--- config.mk ---
export PLATFORM = sky130hd
export DESIGN_NAME = indexed_shift_list_flat
export DESIGN_NICKNAME = d
export VERILOG_FILES = /design/src/hw/rtl/isl_pkg.sv /design/src/hw/rtl/isl_if.sv /design/src/hw/rtl/isl_cell.sv /design/src/hw/rtl/isl_ctrl.sv /design/src/hw/rtl/indexed_shift_list.sv /design/src/flat_wrapper.sv
export SDC_FILE = /design/constraint.sdc
export NUM_CORES = 2
export LEC_CHECK = 0
export BUFFER_PORTS_ARGS = -buffer_cell sky130_fd_sc_hd__buf_2
export CELL_PAD_IN_SITES_DETAIL_PLACEMENT = 0
export CELL_PAD_IN_SITES_GLOBAL_PLACEMENT = 1
export CORE_UTILIZATION = 57
export DETAILED_ROUTE_END_ITERATION = 8
export GPL_TIMING_DRIVEN = 1
export PLACE_DENSITY = 0.85
export SYNTH_ARGS = -nofsm -noshare
export SYNTH_HDL_FRONTEND = slang
export SYNTH_SLANG_ARGS = --single-unit
--- constraint.sdc ---
create_clock -name clock -period 21.8 [get_ports clock]
set_clock_uncertainty 0.2 [all_clocks]
set_input_delay 4.36 -clock clock [delete_from_list [all_inputs] [get_ports clock]]
set_output_delay 4.36 -clock clock [all_outputs]
set_load 0.02 [all_outputs]
--- src/hw/rtl/isl_pkg.sv ---
// Shared types and constants for the indexed shift list.
// Used by the channel interfaces, the controller, the entry cells and the checker.
package isl_pkg;

   localparam int OPCODE_W = 4;
   localparam int POS_W    = 5;
   localparam int WORD_W   = 32;
   localparam int STATUS_W = 3;
   localparam int COUNT_W  = 5;

   typedef enum logic [STATUS_W-1:0] {
      ST_OK    = 3'd0,
      ST_EMPTY = 3'd1,
      ST_RANGE = 3'd2,
      ST_FULL  = 3'd3,
      ST_NULL  = 3'd4
   } status_type;

   // what every cell does with its entry
   typedef enum logic [2:0] {
      CM_HOLD   = 3'd0,
      CM_INSERT = 3'd1,
      CM_DELETE = 3'd2,
      CM_SET    = 3'd3,
      CM_SWAP   = 3'd4
   } cell_mode_type;

   typedef struct packed {
      cell_mode_type mode;
      logic          parity;       // which neighbour pairs swap this round
      logic          carry_load;   // snapshot entries into the read line
      logic          carry_shift;  // move the read line one place towards the head
   } cell_ctl_type;

endpackage

--- src/hw/rtl/isl_if.sv ---
// Request and response channel interfaces (valid/ready) for the indexed shift list.
// Depends on isl_pkg for field widths.
interface isl_req_if;
   logic                          valid;
   logic                          ready;
   logic [isl_pkg::OPCODE_W-1:0]  opcode;
   logic [isl_pkg::POS_W-1:0]     position;
   logic [isl_pkg::WORD_W-1:0]    value;

   modport source (output valid, opcode, position, value, input ready);
   modport sink   (input valid, opcode, position, value, output ready);
endinterface

interface isl_rsp_if;
   logic                          valid;
   logic                          ready;
   logic [isl_pkg::WORD_W-1:0]    element;
   logic [isl_pkg::STATUS_W-1:0]  status;
   logic [isl_pkg::COUNT_W-1:0]   count;

   modport source (output valid, element, status, count, input ready);
   modport sink   (input valid, element, status, count, output ready);
endinterface

--- src/hw/rtl/isl_cell.sv ---
// One list entry and its read-line tap; of the cells it sees only its neighbours.
// Depends on isl_pkg for the cell control struct.
module isl_cell #(
   parameter int IDX   = 0,
   parameter int WIDTH = 32,
   parameter int IW    = 5
) (
   input  logic                  clock,
   input  isl_pkg::cell_ctl_type ctl,
   input  logic [IW-1:0]         at,
   input  logic [IW-1:0]         fill,
   input  logic [WIDTH-1:0]      word,
   input  logic [WIDTH-1:0]      left_data,
   input  logic [WIDTH-1:0]      right_data,
   input  logic [WIDTH-1:0]      right_carry,
   output logic [WIDTH-1:0]      data,
   output logic [WIDTH-1:0]      carry
);

   localparam logic [IW-1:0] IDX_V   = IW'(IDX);
   localparam logic [IW-1:0] IDX_P1  = IW'(IDX + 1);
   localparam logic          IDX_ODD = 1'(IDX % 2);

   logic [WIDTH-1:0] data_ff, data_in;
   logic [WIDTH-1:0] carry_ff, carry_in;

   always_comb begin
      data_in = data_ff;
      unique case (ctl.mode)
         isl_pkg::CM_HOLD: begin
         end
         isl_pkg::CM_INSERT: begin
            if (IDX_V == at) begin
               data_in = word;
            end else if (IDX_V > at && IDX_V <= fill) begin
               data_in = left_data;
            end
         end
         isl_pkg::CM_DELETE: begin
            if (IDX_V >= at && IDX_P1 < fill) begin
               data_in = right_data;
            end
         end
         isl_pkg::CM_SET: begin
            if (IDX_V == at) begin
               data_in = word;
            end
         end
         isl_pkg::CM_SWAP: begin
            // odd-even transposition with every pair exchanging
            if (IDX_ODD == ctl.parity && IDX_P1 < fill) begin
               data_in = right_data;
            end else if (IDX_ODD != ctl.parity && IDX_V != '0 && IDX_V < fill) begin
               data_in = left_data;
            end
         end
         default: begin
         end
      endcase
   end

   always_comb begin
      priority if (ctl.carry_load) begin
         carry_in = data_ff;
      end else if (ctl.carry_shift) begin
         carry_in = right_carry;
      end else begin
         carry_in = carry_ff;
      end
   end

   always_ff @(posedge clock) begin
      data_ff  <= data_in;
      carry_ff <= carry_in;
   end

   assign data  = data_ff;
   assign carry = carry_ff;

endmodule

--- src/hw/rtl/isl_ctrl.sv ---
// Request decode, element count, sequencer and response register for the list.
// Depends on isl_pkg and on the isl_req_if / isl_rsp_if channel interfaces.
module isl_ctrl #(
   parameter int DEPTH = 16,
   parameter int WIDTH = 32,
   parameter int IW    = 5
) (
   input  logic                  clock,
   input  logic                  reset,
   isl_req_if.sink               req,
   isl_rsp_if.source             rsp,
   output isl_pkg::cell_ctl_type ctl,
   output logic [IW-1:0]         at,
   output logic [IW-1:0]         fill,
   output logic [WIDTH-1:0]      word,
   input  logic [WIDTH-1:0]      head_carry
);

   localparam int WW = isl_pkg::WORD_W;
   localparam int CW = isl_pkg::COUNT_W;
   localparam logic [IW-1:0] DEPTH_V = IW'(DEPTH);
   localparam logic [IW-1:0] ONE_V   = IW'(1);

   typedef enum logic [isl_pkg::OPCODE_W-1:0] {
      OP_APPEND    = 4'd0,
      OP_PREPEND   = 4'd1,
      OP_INSERT    = 4'd2,
      OP_DEL_FRONT = 4'd3,
      OP_DEL_REAR  = 4'd4,
      OP_DEL_AT    = 4'd5,
      OP_GET       = 4'd6,
      OP_SET       = 4'd7,
      OP_REVERSE   = 4'd8
   } opcode_type;

   typedef enum logic [3:0] {
      S_IDLE = 4'b0001,
      S_SCAN = 4'b0010,
      S_REV  = 4'b0100,
      S_FIN  = 4'b1000
   } state_type;

   state_type            state_ff, state_in;
   logic [IW-1:0]        fill_ff, fill_in;
   logic [IW-1:0]        cnt_ff, cnt_in;
   logic                 parity_ff, parity_in;
   isl_pkg::status_type  res_status_ff, res_status_in;
   logic                 res_read_ff, res_read_in;
   logic                 rsp_valid_ff, rsp_valid_in;
   logic [WW-1:0]        rsp_elem_ff, rsp_elem_in;
   isl_pkg::status_type  rsp_status_ff, rsp_status_in;
   logic [CW-1:0]        rsp_count_ff, rsp_count_in;

   opcode_type              op;
   logic [IW-1:0]           pos_x;
   logic [IW-1:0]           ins_at;
   logic                    stores;
   logic                    out_free;
   isl_pkg::status_type     d_status;
   logic [IW-1:0]           d_fill;
   isl_pkg::cell_mode_type  d_mode;
   logic [IW-1:0]           d_at;
   logic                    d_read;
   logic                    d_rev;

   assign word     = WIDTH'(req.value);
   assign op       = opcode_type'(req.opcode);
   assign pos_x    = IW'(req.position);
   assign stores   = (op == OP_APPEND) || (op == OP_PREPEND) || (op == OP_INSERT)
                     || (op == OP_SET);
   assign ins_at   = (op == OP_APPEND) ? fill_ff : ((op == OP_PREPEND) ? '0 : pos_x);
   assign out_free = !rsp_valid_ff || rsp.ready;

   // decode of the item on the request channel against the current count
   always_comb begin
      d_status = isl_pkg::ST_OK;
      d_fill   = fill_ff;
      d_mode   = isl_pkg::CM_HOLD;
      d_at     = '0;
      d_read   = 1'b0;
      d_rev    = 1'b0;
      if (stores && word == '0) begin
         d_status = isl_pkg::ST_NULL;
      end else begin
         unique case (op)
            OP_APPEND, OP_PREPEND, OP_INSERT: begin
               if (ins_at > fill_ff) begin
                  d_status = isl_pkg::ST_RANGE;
               end else if (fill_ff >= DEPTH_V) begin
                  d_status = isl_pkg::ST_FULL;
               end else begin
                  d_mode = isl_pkg::CM_INSERT;
                  d_at   = ins_at;
                  d_fill = fill_ff + ONE_V;
               end
            end
            OP_DEL_FRONT, OP_DEL_REAR, OP_DEL_AT, OP_GET, OP_SET, OP_REVERSE: begin
               priority if (fill_ff == '0) begin
                  d_status = isl_pkg::ST_EMPTY;
               end else if (op == OP_DEL_FRONT) begin
                  d_mode = isl_pkg::CM_DELETE;
                  d_read = 1'b1;
                  d_fill = fill_ff - ONE_V;
               end else if (op == OP_DEL_REAR) begin
                  d_mode = isl_pkg::CM_DELETE;
                  d_at   = fill_ff - ONE_V;
                  d_read = 1'b1;
                  d_fill = fill_ff - ONE_V;
               end else if (op == OP_REVERSE) begin
                  d_rev = (fill_ff > ONE_V);
               end else if (pos_x >= fill_ff) begin
                  d_status = isl_pkg::ST_RANGE;
               end else if (op == OP_DEL_AT) begin
                  d_mode = isl_pkg::CM_DELETE;
                  d_at   = pos_x;
                  d_read = 1'b1;
                  d_fill = fill_ff - ONE_V;
               end else if (op == OP_GET) begin
                  d_at   = pos_x;
                  d_read = 1'b1;
               end else begin
                  d_mode = isl_pkg::CM_SET;
                  d_at   = pos_x;
               end
            end
            default: begin
            end
         endcase
      end
   end

   always_comb begin
      state_in        = state_ff;
      fill_in         = fill_ff;
      cnt_in          = cnt_ff;
      parity_in       = parity_ff;
      res_status_in   = res_status_ff;
      res_read_in     = res_read_ff;
      rsp_valid_in    = rsp_valid_ff && !rsp.ready;
      rsp_elem_in     = rsp_elem_ff;
      rsp_status_in   = rsp_status_ff;
      rsp_count_in    = rsp_count_ff;
      ctl.mode        = isl_pkg::CM_HOLD;
      ctl.parity      = parity_ff;
      ctl.carry_load  = 1'b0;
      ctl.carry_shift = 1'b0;
      req.ready       = (state_ff == S_IDLE);
      unique case (state_ff)
         S_IDLE: begin
            if (req.valid) begin
               ctl.mode       = d_mode;
               ctl.carry_load = d_read;
               fill_in        = d_fill;
               res_status_in  = d_status;
               res_read_in    = d_read;
               if (d_rev) begin
                  state_in  = S_REV;
                  cnt_in    = fill_ff;
                  parity_in = 1'b0;
               end else if (d_read) begin
                  // the read line needs d_at moves to bring the entry to the head
                  state_in = (d_at == '0) ? S_FIN : S_SCAN;
                  cnt_in   = d_at;
               end else if (out_free) begin
                  rsp_valid_in  = 1'b1;
                  rsp_elem_in   = '0;
                  rsp_status_in = d_status;
                  rsp_count_in  = d_fill[CW-1:0];
               end else begin
                  state_in = S_FIN;
               end
            end
         end
         S_SCAN: begin
            ctl.carry_shift = 1'b1;
            cnt_in          = cnt_ff - ONE_V;
            if (cnt_ff == ONE_V) begin
               state_in = S_FIN;
            end
         end
         S_REV: begin
            ctl.mode  = isl_pkg::CM_SWAP;
            parity_in = !parity_ff;
            cnt_in    = cnt_ff - ONE_V;
            if (cnt_ff == ONE_V) begin
               state_in = S_FIN;
            end
         end
         S_FIN: begin
            if (out_free) begin
               rsp_valid_in  = 1'b1;
               rsp_elem_in   = res_read_ff ? WW'(head_carry) : '0;
               rsp_status_in = res_status_ff;
               rsp_count_in  = fill_ff[CW-1:0];
               state_in      = S_IDLE;
            end
         end
         default: begin
            state_in = S_IDLE;
         end
      endcase
   end

   always_ff @(posedge clock) begin
      if (reset) begin
         state_ff     <= S_IDLE;
         fill_ff      <= '0;
         rsp_valid_ff <= 1'b0;
      end else begin
         state_ff     <= state_in;
         fill_ff      <= fill_in;
         rsp_valid_ff <= rsp_valid_in;
      end
   end

   always_ff @(posedge clock) begin
      cnt_ff        <= cnt_in;
      parity_ff     <= parity_in;
      res_status_ff <= res_status_in;
      res_read_ff   <= res_read_in;
      rsp_elem_ff   <= rsp_elem_in;
      rsp_status_ff <= rsp_status_in;
      rsp_count_ff  <= rsp_count_in;
   end

   assign at          = d_at;
   assign fill        = fill_ff;
   assign rsp.valid   = rsp_valid_ff;
   assign rsp.element = rsp_elem_ff;
   assign rsp.status  = rsp_status_ff;
   assign rsp.count   = rsp_count_ff;

endmodule

--- src/hw/rtl/indexed_shift_list.sv ---
// Append, prepend, insert, set, failed requests, unknown opcodes and reverse of under two
//   entries answer from idle, one item per cycle while the response register is free. Get
//   or delete at index k scan (read line moves one cell a cycle), then finish; reverse of n >= 2
//   entries swaps (one odd-even swap round a cycle), then finishes. Response register decouples ready.
// Reset (synchronous): count cleared, sequencer idle, no response; entries keep contents.
// Depends on isl_pkg, isl_if, isl_cell and isl_ctrl.
module indexed_shift_list #(
   parameter int DEPTH = 16,
   parameter int WIDTH = 32
) (
   input  logic      clock,
   input  logic      reset,
   isl_req_if.sink   req_ch,
   isl_rsp_if.source rsp_ch
);

   localparam int FW = $clog2(DEPTH + 1);
   localparam int IW = (FW > isl_pkg::POS_W) ? FW : isl_pkg::POS_W;

   isl_pkg::cell_ctl_type ctl;
   logic [IW-1:0]         at;
   logic [IW-1:0]         fill;
   logic [WIDTH-1:0]      word;
   logic [WIDTH-1:0]      data_w   [DEPTH];
   logic [WIDTH-1:0]      carry_w  [DEPTH];
   logic [WIDTH-1:0]      left_w   [DEPTH];
   logic [WIDTH-1:0]      right_w  [DEPTH];
   logic [WIDTH-1:0]      rcarry_w [DEPTH];

   isl_ctrl #(
      .DEPTH (DEPTH),
      .WIDTH (WIDTH),
      .IW    (IW)
   ) u_ctrl (
      .clock      (clock),
      .reset      (reset),
      .req        (req_ch),
      .rsp        (rsp_ch),
      .ctl        (ctl),
      .at         (at),
      .fill       (fill),
      .word       (word),
      .head_carry (carry_w[0])
   );

   for (genvar g = 0; g < DEPTH; g++) begin : g_cell
      if (g == 0) begin : g_head
         assign left_w[g] = '0;
      end else begin : g_mid
         assign left_w[g] = data_w[g-1];
      end
      if (g == DEPTH - 1) begin : g_tail
         assign right_w[g]  = '0;
         assign rcarry_w[g] = '0;
      end else begin : g_body
         assign right_w[g]  = data_w[g+1];
         assign rcarry_w[g] = carry_w[g+1];
      end

      isl_cell #(
         .IDX   (g),
         .WIDTH (WIDTH),
         .IW    (IW)
      ) u_cell (
         .clock       (clock),
         .ctl         (ctl),
         .at          (at),
         .fill        (fill),
         .word        (word),
         .left_data   (left_w[g]),
         .right_data  (right_w[g]),
         .right_carry (rcarry_w[g]),
         .data        (data_w[g]),
         .carry       (carry_w[g])
      );
   end

endmodule

--- src/flat_wrapper.sv ---
// flat-port wrapper written by rule: the top's interface ports become plain ports
module indexed_shift_list_flat 
#(
   parameter int DEPTH = 16,
   parameter int WIDTH = 32
)
  (clock, reset, req_ch_valid, req_ch_opcode, req_ch_position, req_ch_value, req_ch_ready, rsp_ch_valid, rsp_ch_element, rsp_ch_status, rsp_ch_count, rsp_ch_ready);
  isl_req_if req_ch_i ();
  isl_rsp_if rsp_ch_i ();
  input  logic clock;
  input  logic reset;
  input wire logic [$bits(req_ch_i.valid)-1:0] req_ch_valid;
  input wire logic [$bits(req_ch_i.opcode)-1:0] req_ch_opcode;
  input wire logic [$bits(req_ch_i.position)-1:0] req_ch_position;
  input wire logic [$bits(req_ch_i.value)-1:0] req_ch_value;
  output wire logic [$bits(req_ch_i.ready)-1:0] req_ch_ready;
  output wire logic [$bits(rsp_ch_i.valid)-1:0] rsp_ch_valid;
  output wire logic [$bits(rsp_ch_i.element)-1:0] rsp_ch_element;
  output wire logic [$bits(rsp_ch_i.status)-1:0] rsp_ch_status;
  output wire logic [$bits(rsp_ch_i.count)-1:0] rsp_ch_count;
  input wire logic [$bits(rsp_ch_i.ready)-1:0] rsp_ch_ready;
  assign req_ch_i.valid = req_ch_valid;
  assign req_ch_i.opcode = req_ch_opcode;
  assign req_ch_i.position = req_ch_position;
  assign req_ch_i.value = req_ch_value;
  assign req_ch_ready = req_ch_i.ready;
  assign rsp_ch_valid = rsp_ch_i.valid;
  assign rsp_ch_element = rsp_ch_i.element;
  assign rsp_ch_status = rsp_ch_i.status;
  assign rsp_ch_count = rsp_ch_i.count;
  assign rsp_ch_i.ready = rsp_ch_ready;
  indexed_shift_list #(.DEPTH(DEPTH), .WIDTH(WIDTH)) u_core (.clock(clock), .reset(reset), .req_ch(req_ch_i), .rsp_ch(rsp_ch_i));
endmodule
==> flow_summary.toml <==
[run_status]
outcome = "finished with violations"
failed_checks = "design-rule violations"

[detailed_routing]
drc = 3
ant_nets = 0
drtIter0Drc = 6065
via_per_inst = 7.153
wl_mm = 158.7
firstDrtPassIters = 9
via_count = 37762
avgRoutedWirePerCell_um = 30.07

[synth]
synth_flop_cell = "edfxtp_1"
ys_ff_latch = 1084
synth_top_area_share_pct = 59.57
synth_seq_area_share_pct = 59.94
synthCells = 4011
syn_area_sq_um = 54140
yosysUniqueCellTypes = 91
synth_edf_count = 1074
syn_nets = 4073
syn_avg_cell_area_sq_um = 13.50
async_flop_share_pct = 0
synth_area_leader_cell = "edfxtp_1"
ys_warn_count = 0
synth.area.top_cells = "edfxtp_1, mux2_2, a221o_1"

[sta]
relSlewSlack_pct = 22.24
tns_ps = 0
setup_viol = 0
tightest_slew_ps = 1166
drv_slew = 0
worst_slack_ps = 11410
finalHoldViolations = 0
period_share_pct = 47.68
fmax_mhz = 96.21
rsz0062_at_grt = "false"
period_minus_slack_ps = 10390

[worst_hold_path]
hold_class = "flop to flop"
min_path_cells = 2

[clock_tree]
cts.sink_count = 1084
cts_tree = "yes"
max-clock-path-buffers = 3
numCtsBuffers = 113
cts.htree.levels = 3
clk_latency_ps = 700
ctsHoldBuffers = 0
post_cts_buffers = 0
cts.repair.resized = 0
path_clk_slew_ps = 60
root_buffer = "clkbuf_16"

[die]
die_x_um = 310.2
die-area_sq_um = 96210
start_util_pct = 57.75
die_h_um = 310.2
fp.coreArea_sq_um = 93750
io_pins = 87
rows = 112

[placed_design]
gp_congestion = 0.9182
pre_cts_slack_ps = 10880
portBuffers = 86
hpwl_mm = 97.10

[pwr]
p_per_area_nw_per_um2 = 75.28
ir_drop_mv = 0.06021
power.static_leakage_nw = 19.58

[global_route]
grt_max_degree = 156
grt_pass1_wl_mm = 235.1
overflow = 0
first_global_vias = 35783
grt_usage_pct = 32.50
antenna_found_initial = 4

[cells_and_area]
nets = 3988
area_growth_syn_to_layout_pct = 9.630
layout-drive-gt1-share_pct = 23.37

[worst_setup_path]
path_class = "input port to flop"
cp.arrival_ps = 10500
cp.required_ps = 21900
cp_max_fo = 76
startpoint_type = "input port"
end_kind = "flop"
reg2reg_depth = 12

[flow_run]
maxCapViolCount = 0
-- placed cells by master (no fill, tap or decap), types with 10 or more instances in the layout --
cell type  instances
dfxtp_1           10
a31oi_1           34
o21ai_0          212
a21o_1            10
a22o_1           175
and2_1            80
clkbuf_16        115
o21ai_1           62
o21a_1            13
nor3_1            12
nand2_1          250
edfxtp_1        1074
ha_1              17
clkinv_1          36
and3_1            38
mux2_2           493
bufinv_16         11
clkbuf_1          12
a222oi_1         101
o211ai_1          13
nand3_1           29
clkinv_2          31
inv_1             28
a21oi_1          112
nor2b_1           44
nor4_1            10
o21ai_2           14
mux2i_1          202
a22oi_1           61
a221o_1          218
buf_4             98
buf_2             86
a221oi_1          57
nor2_1            87
-- report_power, final --
part | total, mW | internal (mW) | leakage [nW] | switching, mW
Combinational | 0.204 | 0.0591 | 8.02 | 0.145
Sequential | 2.35 | 2.32 | 9.77 | 0.0303
Clock | 1.91 | 1.09 | 1.80 | 0.821
-- per-stage QoR --
step	hold slack (ps)	area, sq um	total power, mW	std cells	utilization [%]
2_1_floorplan	283.6	54140	2.512	4011	-
3_3_place_gp	291.7	55710	2.590	5065	59.43
3_5_place_dp	307.3	55710	2.594	5065	59.43
4_1_cts	312.4	59340	4.477	5276	63.30
5_1_grt	341.0	59350	4.576	5279	63.31
6_report	316.1	59350	4.468	5279	63.31
-- worst paths after layout --
check	from	to	slack, ps
worst max-delay path	req_ch_position[2]	u_core.g_cell[2].u_cell.carry[15]$_DFFE_PP_	11410
worst min register to register	u_core.u_ctrl.res_status_ff[1]$_DFFE_PP_	u_core.u_ctrl.rsp.status[1]$_DFFE_PP_	320
worst min-delay path	u_core.u_ctrl.res_status_ff[1]$_DFFE_PP_	u_core.u_ctrl.rsp.status[1]$_DFFE_PP_	320
worst max register to register	u_core.u_ctrl.fill[4]$_SDFFE_PP0P_	u_core.g_cell[2].u_cell.carry[15]$_DFFE_PP_	14200
-- registers in the layout (all words and copies together) (netlist names) --
name                         cells
u_core.g_cell.u_cell.data      512
u_core.u_ctrl.res_status_ff      3
u_core.u_ctrl.fill               5
u_core.u_ctrl.res_read_ff        1
u_core.u_ctrl.rsp.count          5
u_core.u_ctrl.rsp.valid          1
u_core.u_ctrl.parity_ff          1
u_core.u_ctrl.state_ff           4
u_core.u_ctrl.rsp.status         3
u_core.g_cell.u_cell.carry     512
u_core.u_ctrl.cnt_ff             5
u_core.u_ctrl.rsp.element       32
-- routing by layer --
layer | track usage [%] | up-vias | part of all wire, %
met5 | 0 | - | 0.0076
met4 | 10.33 | 2 | 3.0
met3 | 7.152 | 277 | 12
met2 | 48.22 | 2644 | 44
met1 | 47.59 | 18813 | 41
li1 | - | 16026 | -
-- cell type report --
cell class              instances  area (sq um)
flip-flops and latches       1084         32450
diodes                          3         7.507
inverters                      31         118.9
well taps                    1254          1569
clock buffers                 127          2923
clock inverters                84         708.2
multi-input cells            2509         20350
repair buffers                187          1226
fillers                      6852         34400
-- kinds of logic after synthesis --
| family | count (synthesis) | synth area share, % |
|---|---|---|
| and+or+nand+nor | 610 | 5.605 |
| muxes | 695 | 13.99 |
| AOI/OAI and AO/OA | 1179 | 16.64 |
| DFF | 1084 | 59.94 |
| buffers and inverters | 418 | 3.307 |
| xor gates and xnor gates | 8 | 0.1294 |
| adders and majority gates | 17 | 0.3929 |
-- worst max-delay path: stages --
cell and delay [ps]:
buf_2 120, ha_1 300, a21oi_1 140, o21ai_1 150, a311oi_1 300, o21ai_0 100, a211oi_1 950, nor2b_4 300
buf_4 840, a31o_4 820, buf_4 900, buf_4 870
-- cell usage after synthesis (all sizes together) (17+ instances only) --
library cell,instances
a21oi,127
a221o,218
a221oi,58
a222oi,101
a22o,175
a22oi,61
a31oi,45
and2,84
and3,38
buf,128
clkbuf,259
edfxtp,1074
ha,17
inv,30
mux2,493
mux2i,202
nand2,255
nand3,30
nor2,94
nor2b,45
o21ai,289
No activity file was read; power rests on OpenSTA's default activity.
